`src/hdl/ordered_array_table_macros.svh`:
```
// ----------------------------------------------------------------------------
// Ordered array table assertion macros
// Shared concurrent assertion forms used by the table logic.
// ----------------------------------------------------------------------------
`ifndef ORDERED_ARRAY_TABLE_MACROS_SVH
`define ORDERED_ARRAY_TABLE_MACROS_SVH

// The consequent must hold in the same cycle as the antecedent.
`define OAT_ASSERT_SAME(label, clk, rst_n, ante, cons) \
    label: assert property (@(posedge clk) disable iff (!rst_n) (ante) |-> (cons)) \
        else $error("ordered_array_table assertion failed");

// The consequent must hold in the cycle after the antecedent.
`define OAT_ASSERT_NEXT(label, clk, rst_n, ante, cons) \
    label: assert property (@(posedge clk) disable iff (!rst_n) (ante) |=> (cons)) \
        else $error("ordered_array_table assertion failed");

`endif

```
`src/hdl/oat_pkg.sv`:
```
// ----------------------------------------------------------------------------
// Ordered array table package
// Request codes, status codes, field widths and the cell command type.
// ----------------------------------------------------------------------------
package oat_pkg;

    localparam int DEPTH_DEFAULT = 16;

    localparam int KIND_W   = 3;
    localparam int POS_W    = 5;
    localparam int WORD_W   = 32;
    localparam int STATUS_W = 2;
    localparam int FOUND_W  = 4;
    localparam int FILL_W   = 5;
    localparam int CAP_W    = 5;

    localparam int IN_DATA_W  = 40;
    localparam int OUT_DATA_W = 48;

    localparam logic [CAP_W-1:0] CAP_RESET = CAP_W'(16);

    localparam logic [KIND_W-1:0] REQ_APPEND = 3'd0;
    localparam logic [KIND_W-1:0] REQ_GET    = 3'd1;
    localparam logic [KIND_W-1:0] REQ_SET    = 3'd2;
    localparam logic [KIND_W-1:0] REQ_SEARCH = 3'd3;
    localparam logic [KIND_W-1:0] REQ_REMOVE = 3'd4;
    localparam logic [KIND_W-1:0] REQ_INSERT = 3'd5;

    localparam logic [STATUS_W-1:0] ST_OK       = 2'd0;
    localparam logic [STATUS_W-1:0] ST_RANGE    = 2'd1;
    localparam logic [STATUS_W-1:0] ST_FULL     = 2'd2;
    localparam logic [STATUS_W-1:0] ST_NOTFOUND = 2'd3;

    typedef struct packed {
        logic                     app;
        logic                     set;
        logic                     ins;
        logic                     rem;
        logic signed [WORD_W-1:0] word;
    } cell_cmd_t;

endpackage

```
`src/hdl/oat_cell.sv`:
```
// ----------------------------------------------------------------------------
// Ordered array table cell
// Holds one entry and loads, shifts from a neighbor or keeps it.
// ----------------------------------------------------------------------------
module oat_cell #(
    parameter int CMP_W = 5,
    parameter int IDX   = 0
) (
    input  logic                              aclk,
    input  oat_pkg::cell_cmd_t                cmd,
    input  logic [CMP_W-1:0]                  pos,
    input  logic [CMP_W-1:0]                  count,
    input  logic signed [oat_pkg::WORD_W-1:0] lower_data,
    input  logic signed [oat_pkg::WORD_W-1:0] upper_data,
    output logic signed [oat_pkg::WORD_W-1:0] data,
    output logic                              match
);
    import oat_pkg::*;

    localparam logic [CMP_W-1:0] IDX_C = CMP_W'(IDX);

    logic signed [WORD_W-1:0] data_reg;
    logic signed [WORD_W-1:0] data_next;
    logic                     at_pos;
    logic                     above_pos;

    assign at_pos    = (IDX_C == pos);
    assign above_pos = (IDX_C > pos);

    always_comb begin
        data_next = data_reg;
        priority if (cmd.app && (IDX_C == count)) begin
            data_next = cmd.word;
        end else if ((cmd.set || cmd.ins) && at_pos) begin
            data_next = cmd.word;
        end else if (cmd.ins && above_pos) begin
            data_next = lower_data;
        end else if (cmd.rem && (at_pos || above_pos)) begin
            data_next = upper_data;
        end else begin
            data_next = data_reg;
        end
    end

    always_ff @(posedge aclk) begin
        data_reg <= data_next;
    end

    assign data  = data_reg;
    assign match = (data_reg == cmd.word) && (IDX_C < count);

endmodule

```
`src/hdl/oat_first_match.sv`:
```
// ----------------------------------------------------------------------------
// Ordered array table first match
// Finds the lowest cell whose entry matches the search word.
// ----------------------------------------------------------------------------
module oat_first_match #(
    parameter int DEPTH = oat_pkg::DEPTH_DEFAULT,
    parameter int IDX_W = 4
) (
    input  logic [DEPTH-1:0] match,
    output logic             hit,
    output logic [IDX_W-1:0] first_idx
);
    import oat_pkg::*;

    logic [DEPTH-1:0] lowest;

    assign lowest = match & (~match + DEPTH'(1));
    assign hit    = |match;

    always_comb begin
        first_idx = '0;
        for (int i = 0; i < DEPTH; i++) begin
            if (lowest[i]) begin
                first_idx = first_idx | IDX_W'(i);
            end
        end
    end

endmodule

```
`src/hdl/ordered_array_table.sv`:
```
// ----------------------------------------------------------------------------
// Ordered array table: each request word is answered in the cycle after it is accepted.
// One request per cycle while no answer is pending or the pending answer is taken (m_tready).
// Reset empties the table and sets the capacity limit to 16; entries are not cleared.
// ----------------------------------------------------------------------------
module ordered_array_table #(
    parameter int DEPTH = oat_pkg::DEPTH_DEFAULT
) (
    input  logic                                aclk,
    input  logic                                aresetn,
    input  logic                                cfg_wr_en,
    input  logic [oat_pkg::CAP_W-1:0]           cfg_wr_data,
    input  logic                                s_tvalid,
    output logic                                s_tready,
    // req_type[2:0], index[7:3], value[39:8]
    input  logic [oat_pkg::IN_DATA_W-1:0]       s_tdata,
    output logic                                m_tvalid,
    input  logic                                m_tready,
    // status[1:0], read_value[33:2], found_index[37:34], fill_count[42:38], zero[47:43]
    output logic [oat_pkg::OUT_DATA_W-1:0]      m_tdata
);
    import oat_pkg::*;

    `include "ordered_array_table_macros.svh"

    localparam int IDX_W = $clog2(DEPTH);
    localparam int CNT_W = $clog2(DEPTH + 1);
    localparam int CMP_W = (CNT_W > POS_W) ? CNT_W : POS_W;

    logic [CNT_W-1:0]          count_reg;
    logic [CNT_W-1:0]          count_next;
    logic [CAP_W-1:0]          cap_reg;
    logic                      m_valid_reg;
    logic [OUT_DATA_W-1:0]     m_data_reg;

    logic                      fire;
    logic [KIND_W-1:0]         in_kind;
    logic [POS_W-1:0]          in_pos;
    logic signed [WORD_W-1:0]  in_value;

    logic [CMP_W-1:0]          pos_c;
    logic [CMP_W-1:0]          cnt_c;
    logic                      pos_in_range;
    logic                      table_full;

    cell_cmd_t                 cmd;
    cell_cmd_t                 cell_cmd;
    logic signed [WORD_W-1:0]  cell_data [DEPTH];
    logic [DEPTH-1:0]          cell_match;
    logic                      hit;
    logic [IDX_W-1:0]          first_idx;
    logic signed [WORD_W-1:0]  get_data;

    logic [STATUS_W-1:0]       status;
    logic signed [WORD_W-1:0]  read_value;
    logic [CMP_W-1:0]          found_ext;
    logic [CMP_W-1:0]          fill_ext;

    assign s_tready = !m_valid_reg || m_tready;
    assign fire     = s_tvalid && s_tready;
    assign in_kind  = s_tdata[2:0];
    assign in_pos   = s_tdata[7:3];
    assign in_value = s_tdata[39:8];

    assign pos_c        = CMP_W'(in_pos);
    assign cnt_c        = CMP_W'(count_reg);
    assign pos_in_range = (pos_c < cnt_c);
    assign table_full   = (cnt_c >= CMP_W'(cap_reg)) || (cnt_c >= CMP_W'(DEPTH));

    always_comb begin
        get_data = '0;
        for (int i = 0; i < DEPTH; i++) begin
            if (pos_c == CMP_W'(i)) begin
                get_data = get_data | cell_data[i];
            end
        end
    end

    always_comb begin
        status     = ST_OK;
        read_value = '0;
        found_ext  = '0;
        count_next = count_reg;
        cmd        = '0;
        cmd.word   = in_value;
        unique case (in_kind)
            REQ_APPEND: begin
                if (table_full) begin
                    status = ST_FULL;
                end else begin
                    cmd.app    = 1'b1;
                    count_next = count_reg + CNT_W'(1);
                end
            end
            REQ_GET: begin
                if (!pos_in_range) begin
                    status = ST_RANGE;
                end else begin
                    read_value = get_data;
                end
            end
            REQ_SET: begin
                if (!pos_in_range) begin
                    status = ST_RANGE;
                end else begin
                    cmd.set = 1'b1;
                end
            end
            REQ_SEARCH: begin
                if (!hit) begin
                    status = ST_NOTFOUND;
                end else begin
                    found_ext = CMP_W'(first_idx);
                end
            end
            REQ_REMOVE: begin
                if (!pos_in_range) begin
                    status = ST_RANGE;
                end else begin
                    cmd.rem    = 1'b1;
                    count_next = count_reg - CNT_W'(1);
                end
            end
            REQ_INSERT: begin
                if (pos_c > cnt_c) begin
                    status = ST_RANGE;
                end else if (table_full) begin
                    status = ST_FULL;
                end else begin
                    cmd.ins    = 1'b1;
                    count_next = count_reg + CNT_W'(1);
                end
            end
            default: begin
                status = ST_OK;
            end
        endcase
        fill_ext = CMP_W'(count_next);
    end

    always_comb begin
        cell_cmd     = cmd;
        cell_cmd.app = cmd.app && fire;
        cell_cmd.set = cmd.set && fire;
        cell_cmd.ins = cmd.ins && fire;
        cell_cmd.rem = cmd.rem && fire;
    end

    for (genvar g = 0; g < DEPTH; g++) begin : g_cell
        oat_cell #(
            .CMP_W (CMP_W),
            .IDX   (g)
        ) u_cell (
            .aclk       (aclk),
            .cmd        (cell_cmd),
            .pos        (pos_c),
            .count      (cnt_c),
            .lower_data ((g == 0) ? in_value : cell_data[(g == 0) ? 0 : g - 1]),
            .upper_data (cell_data[(g == DEPTH - 1) ? g : g + 1]),
            .data       (cell_data[g]),
            .match      (cell_match[g])
        );
    end

    oat_first_match #(
        .DEPTH (DEPTH),
        .IDX_W (IDX_W)
    ) u_first_match (
        .match     (cell_match),
        .hit       (hit),
        .first_idx (first_idx)
    );

    always_ff @(posedge aclk) begin
        if (!aresetn) begin
            count_reg   <= '0;
            cap_reg     <= CAP_RESET;
            m_valid_reg <= 1'b0;
        end else begin
            if (cfg_wr_en) begin
                cap_reg <= cfg_wr_data;
            end
            if (fire) begin
                count_reg   <= count_next;
                m_valid_reg <= 1'b1;
            end else if (m_tready) begin
                m_valid_reg <= 1'b0;
            end
        end
    end

    always_ff @(posedge aclk) begin
        if (fire) begin
            m_data_reg <= {5'd0, fill_ext[FILL_W-1:0], found_ext[FOUND_W-1:0],
                           read_value, status};
        end
    end

    assign m_tvalid = m_valid_reg;
    assign m_tdata  = m_data_reg;

    `OAT_ASSERT_SAME(a_count_bound, aclk, aresetn, 1'b1, CMP_W'(count_reg) <= CMP_W'(DEPTH))
    `OAT_ASSERT_NEXT(a_fire_loads_out, aclk, aresetn, fire, m_tvalid)
    `OAT_ASSERT_NEXT(a_grow_by_one, aclk, aresetn, fire && (cmd.app || cmd.ins), count_reg == $past(count_reg) + CNT_W'(1))
    `OAT_ASSERT_NEXT(a_shrink_by_one, aclk, aresetn, fire && cmd.rem, count_reg == $past(count_reg) - CNT_W'(1))

endmodule
```
`config.mk`:
```
export PLATFORM = sky130hd
export DESIGN_NAME = ordered_array_table
export DESIGN_NICKNAME = d
export VERILOG_FILES = /design/src/hdl/oat_pkg.sv /design/src/hdl/oat_cell.sv /design/src/hdl/oat_first_match.sv /design/src/hdl/ordered_array_table.sv
export VERILOG_INCLUDE_DIRS = /design/src /design/src/hdl
export SDC_FILE = /design/constraint.sdc
export NUM_CORES = 2
export LEC_CHECK = 0
export BUFFER_PORTS_ARGS = -buffer_cell sky130_fd_sc_hd__buf_2
export CAP_MARGIN = 20
export CORE_UTILIZATION = 48
export CTS_CLUSTER_DIAMETER = 150
export CTS_CLUSTER_SIZE = 10
export DETAILED_ROUTE_END_ITERATION = 7
export SETUP_SLACK_MARGIN = 0.1
export SYNTH_ARGS = -nofsm -noshare
export SYNTH_HDL_FRONTEND = slang
export SYNTH_HIERARCHICAL = 1
export SYNTH_SLANG_ARGS = --single-unit
```
`constraint.sdc`:
```
create_clock -name aclk -period 17.3 [get_ports aclk]
set_clock_uncertainty 0.2 [all_clocks]
set_input_delay 1.73 -clock aclk [delete_from_list [all_inputs] [get_ports aclk]]
set_output_delay 1.73 -clock aclk [all_outputs]
set_load 0.05 [all_outputs]
```
# --- Word level (Yosys, flattened, before mapping) ---
# Index checks and enable logic that the tools add are counted.
totals:
  ff_bits: 566
  in_bits: 50
  out_inout_bits: 50
  word_cells: 383
op_classes:
  n_addsub: 3
  n_lt_le_gt_ge: 36
  n_eq_ne: 66
  n_mux: 112
  bitwise: 17
  reduce_logical: 127
ops:
  columns: ["op", "n"]
  rows:
  - ["2-to-1 mux 32 bit", 79]
  - ["== test 32 bit", 16]
  - ["bitwise OR 32 bit", 15]
  - ["logical AND 1 bit", 84]
  - ["== test 4 x 5 -> 1 bit (first input constant)", 16]
  - ["nonzero test 4 bit", 15]
  - ["== test 3 x 5 -> 1 bit (first input constant)", 8]
  - ["== test 5 x 4 -> 1 bit (second input constant)", 8]
  - ["greater-than comparator 4 x 5 -> 1 bit (first input constant)", 8]
  - ["< comparator 4 x 5 -> 1 bit (first input constant)", 8]
  - ["2-to-1 mux 4 bit", 8]
  - ["== test 2 x 5 -> 1 bit (first input constant)", 4]
  - ["== test 5 x 3 -> 1 bit (second input constant)", 4]
  - ["greater-than comparator 3 x 5 -> 1 bit (first input constant)", 4]
  - ["< comparator 3 x 5 -> 1 bit (first input constant)", 4]
  - ["logical OR 1 bit", 18]
  - ["adder 16 x 1 -> 16 bit (second input constant)", 1]
  - ["bitwise AND 16 bit", 1]
  - ["NOT 16 bit", 1]
  - ["OR reduction 16 bit", 1]
  - ["2-to-1 mux 5 bit", 3]
  - ["case mux 5 bit (3 select lines)", 1]
  - ["2-to-1 mux 3 bit", 4]
  - ["2-to-1 mux 1 bit", 11]
  - ["other kinds (25)", 39]

# --- Depth between registers and ports, before layout ---
depth:
  depth_word: 32
  ltp_mapped: 14
  mapped_depth_nobuf: 11

# --- Hierarchy ---
# The synthesis kept the hierarchy.
modules_own_cells:
  columns: ["mod", "n_inst", "cells_each", "area_per_inst_um2", "seq_area_each_um2"]
  rows:
  - ["ordered_array_table", 1, 724, 5577.8, 1511.4]
  - ["oat_cell at g_cell[13].u_cell ...", 2, 158, 2411.1, 960.9]
  - ["oat_cell at g_cell[10].u_cell", 1, 160, 2434.8, 960.9]
  - ["oat_cell at g_cell[5].u_cell", 1, 158, 2413.6, 960.9]
  - ["oat_cell at g_cell[7].u_cell", 1, 156, 2388.5, 960.9]
  - ["oat_cell at g_cell[6].u_cell", 1, 158, 2326.0, 960.9]
  - ["oat_cell at g_cell[11].u_cell", 1, 158, 2313.5, 960.9]
  - ["oat_cell at g_cell[4].u_cell", 1, 156, 2301.0, 960.9]
  - ["oat_cell at g_cell[8].u_cell", 1, 159, 2278.4, 960.9]
  - ["oat_cell at g_cell[12].u_cell", 1, 158, 2232.1, 960.9]
  - ["oat_cell at g_cell[3].u_cell", 1, 191, 2230.9, 960.9]
  - ["oat_cell at g_cell[1].u_cell", 1, 191, 2218.4, 960.9]
  - ["oat_cell at g_cell[15].u_cell", 1, 191, 2208.4, 960.9]
  - ["oat_cell at g_cell[14].u_cell", 1, 156, 2180.8, 960.9]
  - ["3 more rows", null, null, null, null]

# --- Least setup slack after synthesis ---
# Ideal clock, no wire load.
synth_path:
  path_type: "input -> register"
  from: "in s_tdata[7] (netlist bit)"
  to: "reg g_cell[12].u_cell.data_reg[0] (enable)"
  setup_time_ns: 0.470
  arrival_time_ns: 8.656
  required_time_ns: 16.630
  setup_slack_ns: 7.973
  cell_stages: 11
  n_path_buf: 2
  cell_sequence: "ha_1 -> nand2_1 -> a211o_1 -> and2_1 -> buf_6 -> o21ai_0 -> nor3_1 -> nand3b_4 -> buf_6 -> nor2b_1 -> o31ai_1"
synth_lines:
  columns: ["item", "line", "text"]
  rows:
  - ["start, declared", "ordered_array_table.sv:16", "input logic [oat_pkg::IN_DATA_W-1:0] s_tdata,"]
  - ["end signal, assigned", "oat_cell.sv:46", "data_reg <= data_next;"]
  - ["end, declared", "oat_cell.sv:22", "logic signed [WORD_W-1:0] data_reg;"]

==> flow_summary.ini <==
[outcome]
status = finished, violations left
violations = DRC

[clock_tree]
clock_sinks = 566
clk_path_buf_depth = 3
ctsRootBufferMaster = clkbuf_16
clkTransAtPathRegs_ns = 0.06
ctsHoldBuffers = 0
cts_setup_buffers = 0
numCtsBuffers = 66
htreeDepth = 3
cts_resized = 0
tritoncts = done
insertion_delay_ns = 0.65

[critical_path]
timing.rr.start = cnt_c[1]
path_max_fanout = 34
rrSetupSlack_ns = 11.84
endpoint_kind = flip-flop
cp.required_ns = 17.20
reg2reg_depth = 12
crit_arrival_ns = 5.99
critPathKind = in -> reg
start_kind = input port
r2r-end = g_cell[11].u_cell/data[19]

[global_routing]
grt_pass1_wl_um = 231000
overflow = 0
track_usage = 0.365
antenna_found_initial = 9
grt_max_degree = 66
grt_pass1_vias = 29500

[detailed_routing]
drt_iter0_markers = 4681
vias = 31200
routedWlPerCell_um = 35.8
firstDrtPassIters = 8
drc = 1
routed_wl_um = 166000
postRouteAntennaNets = 0
via_per_inst = 6.72

[timing]
setup_tns_ns = 0
max_slew_margin = 0.194
finalMaxSlewViolations = 0
max_freq_mhz = 164
finalCritPeriodShare = 0.352
worst_pin_slew_ns = 1.20
rsz0062_at_grt = no
hold_viol = 0
period_minus_slack_ns = 6.09
whs_ns = 0.300
setup_viol = 0

[floorplanning]
io_pins = 100
die_w_um = 298
die_area_um2 = 88800
fp.dieH_um = 298
std_cell_rows = 108
coreArea_um2 = 86800
initial_core_util = 0.485

[finish]
layout.nets = 3524
syn_to_final_growth_pct = 7.75
largest_reg_flops = 512
final_util = 0.522
drive_above_1_share = 0.320
fin_area_um2 = 45300
fin_cells = 4643

[synth]
synth_warnings = 6
yosys.area.top_type = edfxtp_1
yosysSeqAreaShare = 0.402
ys_types = 109
synth_seq_cells = 566
synth_cells = 3372
ys_top_cells_by_count = edfxtp_1 (555), mux2_4 (445), xor2_1 (306), nand2_1 (289), a22oi_1 (256)
synth_most_common_cell = edfxtp_1
syn_avg_cell_area_um2 = 12.5
postSynth.asyncResetShare = 0
synth_edf_count = 555
synth_top_area_frac = 0.396
synth_area_um2 = 42100
synthTopCellsByArea = edfxtp_1 (40%), mux2_4 (16%), xor2_1 (6.4%), mux2_2 (6.2%), a22oi_1 (4.6%)
ys.flop_type = edfxtp_1

[pwr]
clock_power_share = 0.412
max-vdd-ir-drop_uv = 71.4
p_int_mw = 2.36
power_leakage_nw = 18.1
p_seq_frac = 0.473
combPwrFrac = 0.115
power.share.switching = 0.273
power.switching_mw = 0.885
powerDensity_nw_per_um2 = 71.5

[place]
gp_congestion = 1.08
place_inst = 4549
port_buffers = 94
hpwl_um = 125000
placed_area_um2 = 43400

[min_path]
holdPathEnd = cap_reg[3]
hold_class = reg -> reg
min_delay_path_depth = 2
min-delay-start = cap_reg[3]

[flow_run]
cap_violations = 0
-- stage by stage --
stage | power [mW] | setup WS (ns)
3_5_place_dp | 1.92 | 10.61
6_report | 3.24 | 11.21
4_1_cts | 3.24 | 11.25
5_1_grt | 3.30 | 10.91
3_3_place_gp | 1.92 | 10.63
2_1_floorplan | 1.74 | 7.97
-- cells by family after synthesis --
kind of cell	after synthesis	share of synthesized area
simple gates	730	0.0939
fa+ha+maj	12	0.00357
mux	870	0.269
other cells	1	0.0000892
compound gates	484	0.0877
buf+inv	195	0.0374
flops	566	0.402
xor+xnor	514	0.107
-- placed cells by master (no fill, tap or decap), types with 58 or more instances in the layout --
| cell | synthesis | routed |
|---|---|---|
| edfxtp_1 | 555 | 555 |
| mux2_4 | 445 | 445 |
| xor2_1 | 306 | 306 |
| nand2_1 | 289 | 289 |
| a22oi_1 | 256 | 256 |
| mux2_2 | 233 | 233 |
| xnor2_1 | 208 | 208 |
| mux2i_1 | 134 | 134 |
| nor4_1 | 122 | 122 |
| buf_4 | 24 | 98 |
| buf_2 | 19 | 95 |
| nor2_1 | 85 | 73 |
| clkbuf_16 | 0 | 69 |
| o21ai_1 | 67 | 67 |
| nand4_1 | 65 | 65 |
| o21ai_2 | 63 | 63 |
| mux2_1 | 58 | 58 |
-- power by group through the flow --
stage / Combinational, mW / Sequential (mW) / Clock, mW
2_1_floorplan: 0.164 / 1.58 / 0
6_report: 0.372 / 1.53 / 1.33
3_3_place_gp: 0.359 / 1.56 / 0
3_5_place_dp: 0.363 / 1.56 / 0
4_1_cts: 0.364 / 1.53 / 1.34
5_1_grt: 0.381 / 1.53 / 1.38
-- worst max-delay path, cell delays in order --
cell      delay [ns]
buf_2           0.07
buf_4           0.42
inv_1           0.09
ha_1            0.20
nand2b_1        0.13
a211o_1         0.35
and2_1          0.27
o21ai_0         0.26
nor3_2          0.08
buf_4           0.31
nor2_1          0.18
o22a_2          0.86
nand3_2         0.92
-- layer usage --
metal	GRT usage	up-vias	share of wire
li1	-	13000	-
met1	0.521	15900	0.42
met2	0.539	2020	0.43
met3	0.0693	282	0.099
met4	0.156	2	0.048
met5	0	-	0.000078
-- how the worst max path moves through the flow --
stage | startpoint | endpoint | slack, ns | cells past startpoint
floorplan | s_tdata[7] | g_cell[12].u_cell/data[0] | 7.97 | 11
global placement | s_tdata[3] | g_cell[11].u_cell/data[19] | 10.63 | 13
detailed placement | s_tdata[3] | g_cell[11].u_cell/data[19] | 10.61 | 13
CTS | s_tdata[3] | g_cell[11].u_cell/data[19] | 11.25 | 13
global route | s_tdata[3] | g_cell[11].u_cell/data[19] | 10.91 | 13
finish | s_tdata[3] | g_cell[11].u_cell/data[19] | 11.21 | 13
-- cell type report --
type                            instances  area (um2)
Clock buffer                           81        1770
Fill cell                            7615       41400
Sequential cell                       566       16900
Clock inverter                          5        91.3
Multi-Input combinational cell       2615       23800
Inverter                               20        75.1
Timing Repair Buffer                  193        1210
Antenna cell                            8        20.0
Tap cell                             1155        1450
Note: power is estimated with default switching activity, not from simulation.
